--- src/hw/rtl/wds_pkg.sv ---
// Shared types, constants and helpers for the weighed dosing sequencer.
// No dependencies; every other file in hw/rtl imports this package.
package wds_pkg;

    localparam int NUM_BOTTLES = 16;
    localparam int WEIGHT_BITS = 16;
    localparam int BOTTLE_W    = $clog2(NUM_BOTTLES);
    localparam int POS_W       = BOTTLE_W + 1;
    localparam int SPEED_W     = 7;
    localparam int DRIVE_W     = SPEED_W + 1;
    localparam int PUMP_W      = 8;
    localparam int CODE_W      = 3;
    localparam int CFG_IDX_W   = 2;
    localparam int CFG_DATA_W  = 16;

    // All ones reads as -1, the selector position is not known.
    localparam logic signed [POS_W-1:0] POS_UNKNOWN = '1;

    localparam logic [CFG_IDX_W-1:0] CFG_EMPTY_GLASS = 2'd0;
    localparam logic [CFG_IDX_W-1:0] CFG_SEL_SPEED   = 2'd1;
    localparam logic [CFG_IDX_W-1:0] CFG_PUMP_LEVEL  = 2'd2;

    localparam logic [15:0]        RST_EMPTY_GLASS = 16'd200;
    localparam logic [SPEED_W-1:0] RST_SEL_SPEED   = 7'd25;
    localparam logic [PUMP_W-1:0]  RST_PUMP_LEVEL  = 8'd40;

    localparam logic [CODE_W-1:0] CODE_INACTIVE  = 3'd0;
    localparam logic [CODE_W-1:0] CODE_REFERENCE = 3'd1;
    localparam logic [CODE_W-1:0] CODE_IDLE      = 3'd2;
    localparam logic [CODE_W-1:0] CODE_SEEK      = 3'd3;
    localparam logic [CODE_W-1:0] CODE_PUMP      = 3'd4;
    localparam logic [CODE_W-1:0] CODE_FILLED    = 3'd5;

    typedef enum logic [5:0] {
        PH_INACTIVE  = 6'b000001,
        PH_REFERENCE = 6'b000010,
        PH_IDLE      = 6'b000100,
        PH_SEEK      = 6'b001000,
        PH_PUMP      = 6'b010000,
        PH_FILLED    = 6'b100000
    } t_phase;

    typedef struct packed {
        logic [15:0]        empty_glass_weight;
        logic [SPEED_W-1:0] selector_speed;
        logic [PUMP_W-1:0]  pump_level;
    } t_cfg;

    typedef struct packed {
        logic signed [POS_W-1:0] selector_index;
        logic [WEIGHT_BITS-1:0]  glass_weight;
        logic                    stop_mode;
        logic                    error_flag;
        logic                    critical_flag;
        logic                    step_present;
        logic [BOTTLE_W-1:0]     step_bottle;
        logic [WEIGHT_BITS-1:0]  step_amount;
        logic                    step_final;
    } t_item;

    typedef struct packed {
        t_phase                    phase;
        logic [BOTTLE_W-1:0]       target_bottle;
        logic [WEIGHT_BITS-1:0]    target_amount;
        logic                      target_final;
        logic [WEIGHT_BITS-1:0]    base_weight;
        logic signed [DRIVE_W-1:0] selector_cmd;
    } t_state;

    typedef struct packed {
        logic signed [DRIVE_W-1:0] selector_drive;
        logic [PUMP_W-1:0]         pump_drive;
        logic                      module_done;
        logic                      pop_step;
        logic [CODE_W-1:0]         phase_code;
    } t_result;

    function automatic logic [CODE_W-1:0] phase_to_code(input t_phase ph);
        logic [CODE_W-1:0] code;
        unique case (ph)
            PH_INACTIVE:  code = CODE_INACTIVE;
            PH_REFERENCE: code = CODE_REFERENCE;
            PH_IDLE:      code = CODE_IDLE;
            PH_SEEK:      code = CODE_SEEK;
            PH_PUMP:      code = CODE_PUMP;
            PH_FILLED:    code = CODE_FILLED;
            default:      code = CODE_INACTIVE;
        endcase
        return code;
    endfunction

endpackage

--- src/hw/rtl/wds_cfg.sv ---
// Configuration register file of the weighed dosing sequencer.
// Depends on wds_pkg for the register indexes, reset values and t_cfg.
module wds_cfg (
    input  logic                            i_clk,
    input  logic                            i_rst_n,
    input  logic                            i_cfg_wr_en,
    input  logic [wds_pkg::CFG_IDX_W-1:0]   i_cfg_index,
    input  logic [wds_pkg::CFG_DATA_W-1:0]  i_cfg_data,
    output wds_pkg::t_cfg                   o_cfg
);
    import wds_pkg::*;

    t_cfg r_cfg;

    always_ff @(posedge i_clk) begin
        if (!i_rst_n) begin
            r_cfg.empty_glass_weight <= RST_EMPTY_GLASS;
            r_cfg.selector_speed     <= RST_SEL_SPEED;
            r_cfg.pump_level         <= RST_PUMP_LEVEL;
        end else if (i_cfg_wr_en) begin
            unique case (i_cfg_index)
                CFG_EMPTY_GLASS: r_cfg.empty_glass_weight <= i_cfg_data;
                CFG_SEL_SPEED:   r_cfg.selector_speed     <= i_cfg_data[SPEED_W-1:0];
                CFG_PUMP_LEVEL:  r_cfg.pump_level         <= i_cfg_data[PUMP_W-1:0];
                default: begin
                    // Writes to indexes beyond the register list are dropped.
                    r_cfg <= r_cfg;
                end
            endcase
        end
    end

    assign o_cfg = r_cfg;

endmodule

--- src/hw/rtl/wds_step.sv ---
// Phase decision logic: one sensor tick against the current state.
// Depends on wds_pkg for the item, state, result and configuration types.
module wds_step (
    input  wds_pkg::t_cfg    i_cfg,
    input  wds_pkg::t_state  i_state,
    input  wds_pkg::t_item   i_item,
    output wds_pkg::t_state  o_state,
    output wds_pkg::t_result o_result
);
    import wds_pkg::*;

    logic                      flagged;
    t_phase                    cur_phase;
    t_state                    nxt;
    logic signed [DRIVE_W-1:0] spd_pos;
    logic signed [DRIVE_W-1:0] spd_neg;
    logic signed [POS_W-1:0]   tgt_pos;
    logic                      pos_unknown;
    logic [WEIGHT_BITS:0]      fill_goal;
    logic [PUMP_W-1:0]         pump;
    logic                      done;
    logic                      pop;

    assign flagged     = i_item.stop_mode | i_item.error_flag | i_item.critical_flag;
    assign cur_phase   = flagged ? PH_INACTIVE : i_state.phase;
    assign spd_pos     = $signed({1'b0, i_cfg.selector_speed});
    assign spd_neg     = -spd_pos;
    assign tgt_pos     = $signed({1'b0, i_state.target_bottle});
    assign pos_unknown = (i_item.selector_index == POS_UNKNOWN);
    // One bit wider than the weights so the target never wraps.
    assign fill_goal   = {1'b0, i_state.target_amount} + {1'b0, i_state.base_weight};

    always_comb begin
        nxt       = i_state;
        nxt.phase = cur_phase;
        pump      = '0;
        done      = 1'b0;
        pop       = 1'b0;
        unique case (cur_phase)
            PH_INACTIVE: begin
                nxt.selector_cmd = '0;
                if (!flagged) begin
                    nxt.phase = PH_REFERENCE;
                end
            end
            PH_REFERENCE: begin
                if (pos_unknown) begin
                    nxt.selector_cmd = spd_neg;
                end else begin
                    nxt.selector_cmd = '0;
                    nxt.phase        = PH_IDLE;
                end
            end
            PH_IDLE: begin
                done             = 1'b1;
                nxt.selector_cmd = '0;
                if (i_item.step_present) begin
                    nxt.target_bottle = i_item.step_bottle;
                    nxt.target_amount = i_item.step_amount;
                    nxt.target_final  = i_item.step_final;
                    if ((i_item.step_amount != '0) &&
                        (i_item.glass_weight > i_cfg.empty_glass_weight)) begin
                        nxt.base_weight = i_item.glass_weight;
                        nxt.phase       = PH_SEEK;
                    end
                end
            end
            PH_SEEK: begin
                if (pos_unknown) begin
                    // Keep an ongoing positive sweep, otherwise back off negative.
                    if (i_state.selector_cmd != spd_pos) begin
                        nxt.selector_cmd = spd_neg;
                    end
                end else if (i_item.selector_index < tgt_pos) begin
                    nxt.selector_cmd = spd_pos;
                end else if (i_item.selector_index > tgt_pos) begin
                    nxt.selector_cmd = spd_neg;
                end else begin
                    nxt.selector_cmd = '0;
                    nxt.base_weight  = i_item.glass_weight;
                    nxt.phase        = PH_PUMP;
                end
            end
            PH_PUMP: begin
                if ({1'b0, i_item.glass_weight} < fill_goal) begin
                    pump = i_cfg.pump_level;
                end else begin
                    pop       = 1'b1;
                    nxt.phase = i_state.target_final ? PH_FILLED : PH_IDLE;
                end
            end
            PH_FILLED: begin
                done = 1'b1;
                if (i_item.glass_weight < i_cfg.empty_glass_weight) begin
                    nxt.phase = PH_IDLE;
                end
            end
            default: begin
                nxt.selector_cmd = '0;
            end
        endcase
    end

    assign o_state                 = nxt;
    assign o_result.selector_drive = nxt.selector_cmd;
    assign o_result.pump_drive     = pump;
    assign o_result.module_done    = done;
    assign o_result.pop_step       = pop;
    assign o_result.phase_code     = phase_to_code(nxt.phase);

endmodule

--- src/hw/rtl/weighed_dosing_sequencer.sv ---
// Top level of the weighed dosing sequencer: input register, state, result register.
// Depends on wds_pkg, wds_cfg and wds_step.
//
//   channel   direction  handshake            payload
//   request   in         i_valid / o_stall    i_selector_index .. i_step_final
//   result    out        o_valid / i_stall    o_selector_drive .. o_phase_code
//   config    in         i_cfg_wr_en          i_cfg_index, i_cfg_data
//
// A request is first captured in the input register; the phase decision and the
// state update happen as it moves into the result register, and one request is
// taken every cycle while the result side flows.
// Reset is synchronous and active low; it puts the phase to reference.
// A stall on the result side holds the result register, and the input register
// then stalls the request side once it is full.
module weighed_dosing_sequencer (
    input  logic                                   i_clk,
    input  logic                                   i_rst_n,
    input  logic                                   i_valid,
    output logic                                   o_stall,
    input  logic signed [wds_pkg::POS_W-1:0]       i_selector_index,
    input  logic [wds_pkg::WEIGHT_BITS-1:0]        i_glass_weight,
    input  logic                                   i_stop_mode,
    input  logic                                   i_error_flag,
    input  logic                                   i_critical_flag,
    input  logic                                   i_step_present,
    input  logic [wds_pkg::BOTTLE_W-1:0]           i_step_bottle,
    input  logic [wds_pkg::WEIGHT_BITS-1:0]        i_step_amount,
    input  logic                                   i_step_final,
    output logic                                   o_valid,
    input  logic                                   i_stall,
    output logic signed [wds_pkg::DRIVE_W-1:0]     o_selector_drive,
    output logic [wds_pkg::PUMP_W-1:0]             o_pump_drive,
    output logic                                   o_module_done,
    output logic                                   o_pop_step,
    output logic [wds_pkg::CODE_W-1:0]             o_phase_code,
    input  logic                                   i_cfg_wr_en,
    input  logic [wds_pkg::CFG_IDX_W-1:0]          i_cfg_index,
    input  logic [wds_pkg::CFG_DATA_W-1:0]         i_cfg_data
);
    import wds_pkg::*;

    t_cfg    cfg;
    t_item   r_in;
    logic    r_in_valid;
    t_state  r_state;
    t_state  n_state;
    t_result r_out;
    t_result n_out;
    logic    r_out_valid;
    logic    advance;
    logic    take_in;

    assign advance = r_in_valid & (~r_out_valid | ~i_stall);
    assign o_stall = r_in_valid & ~advance;
    assign take_in = i_valid & ~o_stall;

    wds_cfg u_cfg (
        .i_clk       (i_clk),
        .i_rst_n     (i_rst_n),
        .i_cfg_wr_en (i_cfg_wr_en),
        .i_cfg_index (i_cfg_index),
        .i_cfg_data  (i_cfg_data),
        .o_cfg       (cfg)
    );

    wds_step u_step (
        .i_cfg    (cfg),
        .i_state  (r_state),
        .i_item   (r_in),
        .o_state  (n_state),
        .o_result (n_out)
    );

    always_ff @(posedge i_clk) begin
        if (!i_rst_n) begin
            r_in_valid <= 1'b0;
        end else begin
            r_in_valid <= take_in | (r_in_valid & ~advance);
        end
    end

    always_ff @(posedge i_clk) begin
        if (take_in) begin
            r_in.selector_index <= i_selector_index;
            r_in.glass_weight   <= i_glass_weight;
            r_in.stop_mode      <= i_stop_mode;
            r_in.error_flag     <= i_error_flag;
            r_in.critical_flag  <= i_critical_flag;
            r_in.step_present   <= i_step_present;
            r_in.step_bottle    <= i_step_bottle;
            r_in.step_amount    <= i_step_amount;
            r_in.step_final     <= i_step_final;
        end
    end

    always_ff @(posedge i_clk) begin
        if (!i_rst_n) begin
            r_state.phase         <= PH_REFERENCE;
            r_state.target_bottle <= '0;
            r_state.target_amount <= '0;
            r_state.target_final  <= 1'b0;
            r_state.base_weight   <= '0;
            r_state.selector_cmd  <= '0;
        end else if (advance) begin
            r_state <= n_state;
        end
    end

    always_ff @(posedge i_clk) begin
        if (!i_rst_n) begin
            r_out_valid <= 1'b0;
        end else begin
            r_out_valid <= advance | (r_out_valid & i_stall);
        end
    end

    always_ff @(posedge i_clk) begin
        if (advance) begin
            r_out <= n_out;
        end
    end

    assign o_valid          = r_out_valid;
    assign o_selector_drive = r_out.selector_drive;
    assign o_pump_drive     = r_out.pump_drive;
    assign o_module_done    = r_out.module_done;
    assign o_pop_step       = r_out.pop_step;
    assign o_phase_code     = r_out.phase_code;

    // The pump only runs in the pump phase.
    a_pump_only_in_pump: assert property (@(posedge i_clk) disable iff (!i_rst_n)
        (o_valid && (o_pump_drive != '0)) |-> (o_phase_code == CODE_PUMP))
        else $error("pump driven outside the pump phase");

    // A finished dose never reports the pump as running or the module as done.
    a_pop_stops_pump: assert property (@(posedge i_clk) disable iff (!i_rst_n)
        (o_valid && o_pop_step) |-> (o_pump_drive == '0 && !o_module_done))
        else $error("pop issued with pump running or module done");

    // Entering the inactive phase always zeroes the selector.
    a_inactive_stops_selector: assert property (@(posedge i_clk) disable iff (!i_rst_n)
        (o_valid && (o_phase_code == CODE_INACTIVE)) |-> (o_selector_drive == '0))
        else $error("selector driven in inactive phase");

    // The committed state only moves when a result is produced.
    a_state_moves_with_result: assert property (@(posedge i_clk) disable iff (!i_rst_n)
        !advance |=> $stable(r_state))
        else $error("state changed without a result");

endmodule

--- config.mk ---
export PLATFORM = sky130hd
export DESIGN_NAME = weighed_dosing_sequencer
export DESIGN_NICKNAME = d
export VERILOG_FILES = /design/src/hw/rtl/wds_pkg.sv /design/src/hw/rtl/wds_cfg.sv /design/src/hw/rtl/wds_step.sv /design/src/hw/rtl/weighed_dosing_sequencer.sv
export SDC_FILE = /design/constraint.sdc
export NUM_CORES = 1
export LEC_CHECK = 0
export ABC_AREA = 0
export BUFFER_PORTS_ARGS = -buffer_cell sky130_fd_sc_hd__buf_4
export CAP_MARGIN = 5
export CORE_MARGIN = 2
export CORE_UTILIZATION = 35
export DETAILED_ROUTE_END_ITERATION = 6
export HOLD_SLACK_MARGIN = 0.03
export SETUP_SLACK_MARGIN = 0.5
export SYNTH_ARGS = -nofsm -noshare
export SYNTH_HDL_FRONTEND = slang
export SYNTH_SLANG_ARGS = --single-unit
--- constraint.sdc ---
create_clock -name i_clk -period 8.31 [get_ports i_clk]
set_input_delay 0 -clock i_clk [delete_from_list [all_inputs] [get_ports i_clk]]
set_output_delay 0 -clock i_clk [all_outputs]
set_load 0.01 [all_outputs]
Word level (Yosys, flattened, before mapping)
Cells that the tools add are included.
W data, S select, Z words.
{"block": "totals", "out_inout_bits": 23, "regBits": 151, "elab_cells": 103}
{"block": "op_classes", "n_eq_ne": 20, "order_cmp": 5, "bitwise": 13, "add_sub_neg": 2, "muxes": 26, "n_reduce_logical": 12}
{"operator": "$mux W16", "n": 4}
{"operator": "$mux W6", "n": 10}
{"operator": "$mux W43", "n": 1}
{"operator": "$mux W8", "n": 5}
{"operator": "$pmux W6 S6", "n": 1}
{"operator": "$pmux W16 S2", "n": 1}
{"operator": "$pmux W8 S3", "n": 1}
{"operator": "$add A16 B16 Y17", "n": 1}
{"operator": "$lt A16 B17 Y1", "n": 1}
{"operator": "$gt A16 B16 Y1", "n": 1}
{"operator": "$lt A16 B16 Y1", "n": 1}
{"operator": "$reduce_bool A16 Y1", "n": 1}
{"operator": "$pmux W3 S5", "n": 1}
{"operator": "$eq A6 B2 Y1 const B", "n": 2}
{"operator": "$eq A6 B3 Y1 const B", "n": 2}
{"operator": "$eq A6 B4 Y1 const B", "n": 2}
{"operator": "$eq A6 B5 Y1 const B", "n": 2}
{"operator": "$eq A6 B6 Y1 const B", "n": 2}
{"operator": "$ne A2 B2 Y1 const B", "n": 4}
{"operator": "$ne A8 B8 Y1", "n": 1}
{"operator": "$neg A7 Y8", "n": 1}
{"operator": "$reduce_and A2 Y1", "n": 4}
{"operator": "$reduce_and A7 Y1", "n": 1}
{"operator": "$eq A6 B1 Y1 const B", "n": 1}
{"operator": "15 further kinds", "n": 27}

Longest topological paths before layout
Gate-level depths: netlist (run 1).
{"block": "depth", "ltp_word": 9, "ltp_mapped": 18}

By module
A second synthesis (run 1) with hierarchy kept.
{"block": "hier_totals", "hier_cells": 855, "area_unflattened_um2": 8613.3}
{"mod": "weighed_dosing_sequencer", "area_each_um2": 4190.3, "cells_per_inst": 297, "instances": 1}
{"mod": "wds_step", "area_each_um2": 3138.0, "cells_per_inst": 429, "instances": 1}
{"mod": "wds_cfg", "area_each_um2": 1285.0, "cells_per_inst": 129, "instances": 1}

Worst setup path before layout (run 1)
Ideal clock, no wire load.
{"block": "synth_timing", "path_type": "flip-flop to flip-flop", "startpoint": "register r_state[9] (netlist bit)", "endpoint": "register r_out, in the netlist o_phase_code[2] (data pin)", "stages_incl_launch_ff": 18, "period_less_slack_ps": 4143, "setup_slack_ps": 4167, "t_arrival_ps": 3880, "required_time_ps": 8047, "setup_time_ps": 263, "cell_sequence": "dfxtp_1 ha_1 a21o_1 a21oi_1 o21bai_1 a2111oi_0 o31ai_1 nor4_1 nor3_1 xnor2_1 ha_1 nand3_1 a2111oi_0 a21oi_1 o31a_1 nor3_1 xnor2_1 nor4_1"}
{"item": "from (decl)", "line": "weighed_dosing_sequencer.sv:45", "source": "t_state r_state;"}
{"item": "from (signal assigned)", "line": "weighed_dosing_sequencer.sv:105", "source": "r_state <= n_state;"}
{"item": "to (signal assigned)", "line": "weighed_dosing_sequencer.sv:119", "source": "r_out <= n_out;"}
{"item": "to (decl)", "line": "weighed_dosing_sequencer.sv:47", "source": "t_result r_out;"}

==> summary.md, run 1 <==
| Metric | Value |
|---|---|
| Synth unique cells | 80 |
| CP endpoint kind | flop |
| Worst vdd ir | 0.126 mV |
| Drt drc | 0 |
| R2R cell count | 17 |
| Nets | 1075 |
| Drt initial violations | 354 |
| Initial antenna violation count | 0 |
| Highest routed layer | met4 |
| CP Data Arrival Time | 5000 ps |
| # rows | 54 |
| Layout area overhead | 27.1% |
| Final worst setup slack | 3530 ps |
| Tightest Hold Check Type | in2reg |
| Initial DRT Pass Iterations | 6 |
| R2r setup slk | 3530 ps |
| Final Power | 1.72 mW |
| Vias in the first global route | 6138 |
| Final ANT Viol Nets | 0 |
| Post-Synthesis Cells | 809 |
| CP Class | reg2reg |
| CTS Buf Count | 17 |
| Routed wire per std cell | 15.6 um |
| Synthesized flop and latch total | 151 |
| Buffer depth of the longest clock path | 2 |
| Fmax | 209 MHz |
| R2R Path End | o_phase_code[2] |
| Syn nets | 931 |
| Max-cap violations | 0 |
| Origin of the worst setup path | r_state[9] |
| Clock Root Buffer | clkbuf_16 |
| FF/Latch Area | 0.00369 mm^2 |
| Share of cells above drive strength 1 | 16.5% |
| Grt total ovfl | 0 |
| Final setup viols | 0 |
| Largest net degree at the start of global routing | 71 |
| Pre-CTS setup slack | 3600 ps |
| Flop pwr share | 48.1% |
| Clock sink count | 151 |
| Top FF cell, synth | dfxtp_1 |
| Die width | 154 um |
| Starting density of the core | 35.8% |
| Multi-input gate area | 0.00386 mm^2 |
| Final GP Congestion | 0.878 |
| Clock power frac | 42.6% |
| GRT Resource Usage Total | 16.8% |
| R2R Path Start | r_state[9] |
| # diodes | 0 |
| Worst-Skew Late Latency | 430 ps |
| Main area contributors after synthesis | edfxtp_1, dfxtp_1, ha_1 |
| Final Cycle Share | 57.5% |
| I/O Pins | 92 |
| Metal2 WL | 8990 um |
| Internal power | 1.28 mW |
| Synth warn | 0 |
| Via count | 6352 |
| Die area | 0.0236 mm^2 |
| Drt total wl | 19400 um |
| P per Cell Area | 172 mW/mm^2 |
| Post-synth EDFFs | 67 |
| Startpoint class of the critical path | flop |
| Sw Ratio | 25.5% |
| Syn Std Cell Area | 0.00785 mm^2 |
| CTS clk-pin slew, worst paths | 70 ps |
| Switching Power | 0.438 mW |
| Status | completed |
| Fill cell count | 2119 |
| First-pass GRT wire length | 31700 um |
| HPWL after DPL | 13700 um |
| Final Max Tran Viols | 0 |
| Async set-reset flop share out of synthesis | 0% |
| Setup Fix Bufs, Post-CTS | 0 |
| Core area | 0.0219 mm^2 |
| Fin. Hold Viols | 0 |
| Leak | 3.92 nW |
| CTS H-tree depth | 4 |
| WP data required | 8530 ps |
| CP Max Fanout | 5 |
| CP endpoint | o_phase_code[2] |
| Met3 Routed Length | 767 um |
| Die height | 154 um |
| TritonCTS clock tree | yes |
| Synth area leader | edfxtp_1 |
| Crit path time final | 4780 ps |
| Worst Tran Pin Value | 1050 ps |
| Port bufs | 91 |
| Seq/Total Area, Yosys | 47.1% |
| Logic gate share of total power | 9.4% |
| Final Skew | 9.79 ps |
| Synth Area per Inst | 9.70 um^2 |
| M1 WL | 9240 um |
| Setup_tns | 0 ps |
| Slew margin rel. | 30.1% |
| DR vias/cell | 5.10 |
| Post-synth top area share | 25.6% |
| RSZ-0062 raised after global routing | no |
[Yosys cell counts (4+ instances only)]
| cell type | instances |
|---|---|
| nand3_1 | 32 |
| xor2_1 | 16 |
| o211a_1 | 4 |
| o21a_1 | 6 |
| nor3_1 | 12 |
| a211oi_1 | 9 |
| o21ai_0 | 35 |
| a21o_1 | 7 |
| inv_1 | 34 |
| dfxtp_1 | 84 |
| edfxtp_1 | 67 |
| clkbuf_1 | 27 |
| and3_1 | 5 |
| o211ai_1 | 8 |
| and2_1 | 9 |
| or4_1 | 5 |
| or3_1 | 4 |
| o31ai_1 | 6 |
| ha_1 | 52 |
| nand2b_1 | 23 |
| or3b_2 | 4 |
| a21oi_1 | 80 |
| mux2i_1 | 17 |
| nor2b_1 | 6 |
| a22oi_1 | 5 |
| xnor2_1 | 12 |
| nand2_1 | 112 |
| nor2_1 | 41 |
| nor4_1 | 8 |
| o21ai_1 | 4 |
| o21bai_1 | 4 |
[state kept, by name (all words and copies together), names as in the netlist]
register and cells:
u_cfg.o_cfg 31, o_phase_code 3, r_in_valid 1, o_selector_drive 8, o_module_done 1, o_pop_step 1
r_state 51, r_in 46, o_pump_drive 8, o_valid 1
[routing by layer]
metal / up-vias / GRT usage [%]
met1: 2972 / 22.4
met4: 0 / 6.73
met5: - / 0
li1: 3201 / -
met2: 151 / 27.2
met3: 28 / 3.18
[critical path, stage by stage, from the launching register on]
cell	delay, ps
dfxtp_1	340
ha_1	300
a21o_1	160
a21oi_1	210
o21bai_1	110
a2111oi_0	730
o31ai_1	180
nor4_1	230
nor3_1	110
xnor2_1	140
ha_1	270
nand3_1	80
a2111oi_0	380
a21oi_1	230
o31a_1	370
nor3_1	360
xnor2_1	120
nor4_1	240
[timing repair]
item	CTS	global route
resized for setup	0	0
hold buffers	66	0
endpoints found under the hold margin	85	0
[stage by stage]
stage                     utilization [%]  instances  area [um^2]  hold WS, ps
after floorplan                         -        809         7850         98.9
after global placement               40.0       1148         8750          178
after detailed placement             40.0       1148         8750          179
after CTS                            45.6       1246         9980         83.2
after global routing                 45.6       1246         9980          108
final                                45.6       1246         9980         93.6
[kinds of logic after synthesis]
| family | share of synthesized area (%) |
|---|---|
| mux | 2.60 |
| simple gates | 19.3 |
| buf+inv | 3.83 |
| xor+xnor | 3.13 |
| fa+ha+maj | 8.55 |
| flops | 47.1 |
| compound gates | 15.5 |
[layout make-up]
cell class | count | area share, %
Multi-Input combinational cell | 587 | 38.7
Sequential cell | 151 | 37.0
Timing Repair Buffer | 161 | 13.8
Clock buffer | 17 | 4.26
Tap cell | 280 | 3.51
Clock inverter | 15 | 1.37
Inverter | 35 | 1.32
[power by group through the flow]
stage,registers [mW],logic [mW],clock network (mW)
floorplan,0.832,0.0830,0
global placement,0.841,0.135,0
detailed placement,0.841,0.136,0
CTS,0.825,0.161,0.746
global route,0.828,0.179,0.777
finish,0.825,0.161,0.731
[how the worst min path moves through the flow]
stage | from | endpoint | slack [ps] | depth (start not counted)
6_report | i_cfg_index[1] | u_cfg.o_cfg[17] | 90 | 5
3_3_place_gp | i_glass_weight[7] | r_in[32] | 180 | 1
3_5_place_dp | i_step_amount[12] | r_in[13] | 180 | 1
5_1_grt | i_cfg_index[0] | u_cfg.o_cfg[17] | 110 | 5
2_1_floorplan | i_step_final | r_in[0] | 100 | 0
4_1_cts | i_cfg_index[0] | u_cfg.o_cfg[19] | 80 | 5
[layout by cell type (no fill, tap or decap), types with 4 or more instances in the layout]
cell type,netlist,final
nand2b_1,23,23
xnor2_1,12,12
a21oi_1,80,80
nand3_1,32,32
o21ai_1,4,4
and2_1,9,9
o31ai_1,6,6
nor2_1,41,41
or4_1,5,5
ha_1,52,52
clkbuf_16,0,17
dfxtp_1,84,84
nor2b_1,6,5
o21a_1,6,6
or3_1,4,4
xor2_1,16,16
a211oi_1,9,9
nor3_1,12,12
inv_6,0,6
mux2i_1,17,17
o211a_1,4,4
dlygate4sd3_1,0,66
or3b_2,4,4
inv_1,34,34
nand2_1,112,112
and3_1,5,5
edfxtp_1,67,67
o21ai_0,35,35
nor4_1,8,8
buf_4,2,95
o21bai_1,4,4
a21o_1,7,7
a22oi_1,5,5
o211ai_1,8,8
Note: power is estimated with default switching activity, not from simulation.
==> inputs of run 2 (changes only) <==
- clock period: 8.31 -> 4.1 ns (I/O delays scaled with it)
==> summary.md, run 2 (synthesis results as in run 1) <==
| Metric | Value |
|---|---|
| Worst Tran Pin Value | 1090 ps (was 1050 ps) |
| Slowest cell on crit path | a2111oi_4 (was a2111oi_0) |
| Starting density of the core | 35.8% (unchanged) |
| Port bufs | 91 (unchanged) |
| CP endpoint kind | flop (unchanged) |
| Startpoint class of the critical path | flop (unchanged) |
| Worst vdd ir | 0.271 mV (was 0.126 mV) |
| Slew margin rel. | 26.7% (was 30.1%) |
| I/O Pins | 92 (unchanged) |
| Final GP Congestion | 0.836 (was 0.878) |
| CP Max Fanout | 5 (unchanged) |
| Crit-path cells | ha_4 > a21o_1 > a21oi_2 > o21bai_2 > a2111oi_4 > or3_4 > a21oi_2 > mux2i_1 > nor2_1 > ha_1 > nand2_2 > a2111oi_4 > a21oi_4 > o31a_1 > nor3b_2 > o21ai_1 > nor4_1 (was ha_1 > a21o_1 > a21oi_1 > o21bai_1 > a2111oi_0 > o31ai_1 > nor4_1 > nor3_1 > xnor2_1 > ha_1 > nand3_1 > a2111oi_0 > a21oi_1 > o31a_1 > nor3_1 > xnor2_1 > nor4_1) |
| Layout area overhead | 31.8% (was 27.1%) |
| Fmax | 251 MHz (was 209 MHz) |
| Worst-Skew Late Latency | 430 ps (about the same) |
| Crit path time final | 3990 ps (was 4780 ps) |
| Vias in the first global route | 6281 (was 6138) |
| Origin of the worst setup path | r_state[9] (unchanged) |
| Via count | 6490 (was 6352) |
| Final ANT Viol Nets | 0 (unchanged) |
| CTS H-tree depth | 4 (unchanged) |
| WP data required | 4330 ps (was 8530 ps) |
| Nets | 1092 (was 1075) |
| Fin util | 47.3% (was 45.6%) |
| Final Max Tran Viols | 0 (unchanged) |
| CTS Buf Count | 17 (unchanged) |
| Most frequent cells in the layout | nand2_1, buf_4, dfxtp_1 (unchanged) |
| DR vias/cell | 5.14 (was 5.10) |
| Max FFs per register | 51 (unchanged) |
| Buffer depth of the longest clock path | 2 (unchanged) |
| First-pass GRT wire length | 32700 um (was 31700 um) |
| Final Cycle Share | 97.4% (was 57.5%) |
| Die area | 0.0236 mm^2 (unchanged) |
| Share of cells above drive strength 1 | 20.0% (was 16.5%) |
| Final setup viols | 0 (unchanged) |
| Leak | 4.02 nW (was 3.92 nW) |
| Commonest non-fill, non-tap cell in the layout | nand2_1 (unchanged) |
| GRT Resource Usage Total | 17.4% (was 16.8%) |
| # rows | 54 (unchanged) |
| Die height | 154 um (unchanged) |
| HPWL after DPL | 14200 um (was 13700 um) |
| Initial DRT Pass Iterations | 5 (was 6) |
| R2R Path Start | r_state[9] (unchanged) |
| Clock sink count | 151 (unchanged) |
| Core area | 0.0219 mm^2 (unchanged) |
| Top reg by flops | r_state (unchanged) |
| Placed Cells | 1152 (was 1148) |
| Final Skew | 11.7 ps (was 9.79 ps) |
| Die width | 154 um (unchanged) |
| Fill cell count | 2057 (was 2119) |
| Post-DP Area | 0.00886 mm^2 (was 0.00875 mm^2) |
| Drt total wl | 19900 um (was 19400 um) |
| Initial antenna violation count | 0 (unchanged) |
| Worst Min Path Start | i_cfg_wr_en (was i_cfg_index[1]) |
| RSZ-0062 raised after global routing | yes (was no) |
| Grt total ovfl | 0 (unchanged) |
| Status | completed (unchanged) |
| Drt drc | 0 (unchanged) |
| CP Class | reg2reg (unchanged) |
| Cell Count, Final, Fillers Out | 1263 (was 1246) |
| CP Data Arrival Time | 4220 ps (was 5000 ps) |
| Largest net degree at the start of global routing | 57 (was 71) |
| Max-cap violations | 0 (unchanged) |
| Final Power | 3.60 mW (was 1.72 mW) |
| Clock Root Buffer | clkbuf_16 (unchanged) |
| Drt initial violations | 406 (was 354) |
| P per Cell Area | 348 mW/mm^2 (was 172 mW/mm^2) |
| Worst path max stage delay | 430 ps (was 730 ps) |
| Tightest Hold Check Type | in2reg (unchanged) |
| TritonCTS clock tree | yes (unchanged) |
| # diodes | 0 (unchanged) |
| CTS clk-pin slew, worst paths | 60 ps (was 70 ps) |
| R2r setup slk | 110 ps (was 3530 ps) |
| Routed wire per std cell | 15.8 um (was 15.6 um) |
| Fin. Hold Viols | 0 (unchanged) |
| Final std cell area, no fill | 0.0103 mm^2 (was 0.00998 mm^2) |
[run 2: cell count changes in the layout (fill, tap and decap cells not counted), moves of 3 or more]
cell / before / now
and2_4: 0 / 7
buf_4: 95 / 102
a21oi_1: 80 / 74
dlygate4sd3_1: 66 / 76
clkinv_4: 3 / 0
a21oi_2: 1 / 6
and2_1: 9 / 2
[run 2: worst paths after layout]
check,endpoint,cells past startpoint
max reg2reg,o_phase_code[2],17
min,u_cfg.o_cfg[16],4
min reg2reg,u_cfg.o_cfg[28],2
max,o_phase_code[2],17
[run 2: final cells by class]
class	count	area, um^2	area share (%)
clock buffer	18	429	4.15
sequential	151	3700	35.7
inverter	35	131	1.27
timing repair buffer	178	1530	14.8
multi-input combinational	587	4050	39.1
tap	280	350	3.39
clock inverter	14	161	1.56
[run 2: per-layer routing]
metal  wire length, um  GRT usage [%]
met1              9550           23.8
met2              9400           28.0
met3               736           3.44
met4               252           4.89
met5                 0              0
[run 2: what timing repair did]
item,CTS,global route
gates resized for setup,19,5
setup endpoints to repair,17,18
hold buffers,76,0
setup buffers,3,0
endpoints found under the hold margin,85,0
pin swaps,3,9
[run 2: power by group]
group          switching (mW)  internal (mW)
Clock                   0.675          0.912
Combinational           0.165          0.175
Sequential             0.0450           1.63
Total                   0.885           2.71
[run 2: critical path: cells and delay by family, from the launching register on]
family	cells	cell delay, ps
AOI/OAI and AO/OA	9	1920
and+or+nand+nor	5	870
adders and majority gates	2	530
muxes	1	150
DFF	1	330
[run 2: metrics by stage]
| stage | setup slack (ps) | hold WS [ps] | setup TNS, ps |
|---|---|---|---|
| after detailed placement | 108 | 179 | 0 |
| after global routing | -128 | 197 | -491 |
| final | 108 | 176 | 0 |
| after global placement | 165 | 179 | 0 |
| after CTS | 159 | 159 | 0 |
| after floorplan | 428 | 98.9 | 0 |
==> inputs of run 3 (changes only) <==
- CTS_CLUSTER_DIAMETER: unset -> 40
- PLACE_DENSITY: unset -> 0.56
- RECOVER_POWER: unset -> 100
==> summary.md, run 3 (synthesis results as in run 1) <==
| Metric | Value |
|---|---|
| Worst-Skew Late Latency | 440 ps (was 430 ps) |
| Nets | 1099 (was 1092) |
| Failing checks | max-capacitance violations, max-slew violations |
| Crit path max-delay family | compound AO/OA/AOI/OAI gates (unchanged) |
| Commonest non-fill, non-tap cell in the layout | nand2_1 (unchanged) |
| WP buf/inv | 0 (unchanged) |
| Top reg by flops | r_state (unchanged) |
| Initial DRT Pass Iterations | 5 (unchanged) |
| WP data required | 4380 ps (was 4330 ps) |
| Fmax | 258 MHz (was 251 MHz) |
| Setup_tns | 0 ps (unchanged) |
| # diodes | 0 (unchanged) |
| CP Class | reg2reg (unchanged) |
| Initial antenna violation count | 0 (unchanged) |
| P per Cell Area | 343 mW/mm^2 (was 348 mW/mm^2) |
| Fin. Hold Viols | 0 (unchanged) |
| Starting density of the core | 35.8% (unchanged) |
| Largest net degree at the start of global routing | 38 (was 57) |
| Drt initial violations | 263 (was 406) |
| Via count | 6445 (was 6490) |
| I/O Pins | 92 (unchanged) |
| Vias in the first global route | 6070 (was 6281) |
| Port bufs | 91 (unchanged) |
| First-pass GRT wire length | 32000 um (was 32700 um) |
| Leak | 3.93 nW (was 4.02 nW) |
| Drt drc | 0 (unchanged) |
| Drt total wl | 20400 um (was 19900 um) |
| CP Data Arrival Time | 4160 ps (was 4220 ps) |
| TritonCTS clock tree | yes (unchanged) |
| DR vias/cell | 5.07 (was 5.14) |
| Worst Tran Pin Value | 2120 ps (was 1090 ps) |
| Grt total ovfl | 0 (unchanged) |
| Crit path time final | 3870 ps (was 3990 ps) |
| CP endpoint kind | flop (unchanged) |
| # rows | 54 (unchanged) |
| Core area | 0.0219 mm^2 (unchanged) |
| Fin util | 47.1% (was 47.3%) |
| Max-cap violations | 3 (was 0) |
| Final setup viols | 0 (unchanged) |
| Final Max Tran Viols | 94 (was 0) |
| Final std cell area, no fill | 0.0103 mm^2 (about the same) |
| Die area | 0.0236 mm^2 (unchanged) |
| Die height | 154 um (unchanged) |
| Clock Root Buffer | clkbuf_16 (unchanged) |
| Final Hold Slack | 264 ps (was 176 ps) |
| Die width | 154 um (unchanged) |
| Worst vdd ir | 0.274 mV (was 0.271 mV) |
| Crit-path cells | ha_1 > a21o_1 > a21oi_2 > o21bai_2 > a2111oi_4 > or3_4 > a21oi_4 > mux2i_1 > nor2_1 > ha_1 > nand2_2 > a2111oi_4 > a21oi_4 > nor4b_4 > a21oi_2 > or3_1 > a21oi_1 (was ha_4 > a21o_1 > a21oi_2 > o21bai_2 > a2111oi_4 > or3_4 > a21oi_2 > mux2i_1 > nor2_1 > ha_1 > nand2_2 > a2111oi_4 > a21oi_4 > o31a_1 > nor3b_2 > o21ai_1 > nor4_1) |
| Fill cell count | 2109 (was 2057) |
| Final GP Congestion | 0.820 (was 0.836) |
| GRT Resource Usage Total | 17.2% (was 17.4%) |
| RSZ-0062 raised after global routing | yes (unchanged) |
| Slowest cell on crit path | a2111oi_4 (unchanged) |
| Most frequent cells in the layout | nand2_1, dfxtp_1, dlygate4sd3_1 (was nand2_1, buf_4, dfxtp_1) |
| Routed wire per std cell | 16.1 um (was 15.8 um) |
| Slew margin rel. | -41.4% (was 26.7%) |
| Final Cycle Share | 94.5% (was 97.4%) |
| Buffer depth of the longest clock path | 2 (unchanged) |
| Tightest Hold Check Type | in2reg (unchanged) |
| Startpoint class of the critical path | flop (unchanged) |
| CTS Buf Count | 17 (unchanged) |
| Layout area overhead | 31.4% (was 31.8%) |
| Worst path max stage delay | 390 ps (was 430 ps) |
| Clock sink count | 151 (unchanged) |
| Status | complete, but fails checks (was completed) |
| Post-DP Area | 0.00886 mm^2 (unchanged) |
| CTS clk-pin slew, worst paths | 70 ps (was 60 ps) |
| Final Skew | 12.5 ps (was 11.7 ps) |
| CTS H-tree depth | 4 (unchanged) |
| Share of cells above drive strength 1 | 18.4% (was 20.0%) |
| HPWL after DPL | 14300 um (was 14200 um) |
| Final ANT Viol Nets | 0 (unchanged) |
| CP Max Fanout | 5 (unchanged) |
| Max FFs per register | 51 (unchanged) |
run 3: worst min-delay path: stages:
cell and delay, ps:
buf_4 120, nand3b_1 360, mux2i_1 130, nand2_1 60
run 3: timing repair:
action                                  in CTS  in global routing
endpoints found under the hold margin       85                  0
gates resized for setup                     13                 25
endpoints found under the setup margin      17                 18
buffers inserted                             6                  4
pin swaps                                   11                 13
hold buffers                                76                  0
run 3: power breakdown:
part / internal (mW) / leakage (nW) / switching, mW
clock network: 0.843 / 0.283 / 0.692
logic: 0.167 / 2.31 / 0.167
registers: 1.63 / 1.34 / 0.0454
total: 2.64 / 3.93 / 0.904
run 3: path summary, 6_finish.rpt:
check | depth (start not counted) | start | slack (ps) | to
worst max-delay path | 17 | r_state[8] | 230 | o_phase_code[1]
worst min-delay path | 4 | i_cfg_wr_en | 260 | u_cfg.o_cfg[11]
worst max register to register | 17 | r_state[8] | 230 | o_phase_code[1]
worst min register to register | 2 | u_cfg.o_cfg[17] | 460 | u_cfg.o_cfg[17]
run 3: per-layer routing:
metal / up-vias / wire (um) / GRT usage [%]
li1: 3248 / - / -
met1: 3045 / 10000 / 23.7
met2: 138 / 9400 / 28.0
met3: 14 / 766 / 2.65
met4: 0 / 225 / 5.07
met5: - / 0 / 0
run 3: area by class of cell:
cell class                 count  area, um^2  area share [%]
tap                          280         350            3.40
clock buffer                  19         464            4.50
sequential                   151        3700            35.9
timing repair buffer         185        1470            14.3
multi-input combinational    587        4090            39.7
clock inverter                13         106            1.03
inverter                      35         131            1.27
run 3: metrics by stage:
step | setup slack, ps | instances | power, mW
global placement | 161 | 1152 | 1.98
finish | 226 | 1270 | 3.54
detailed placement | 91.5 | 1152 | 1.99
floorplan | 428 | 809 | 1.86
CTS | 109 | 1266 | 3.57
global route | -17.6 | 1270 | 3.68
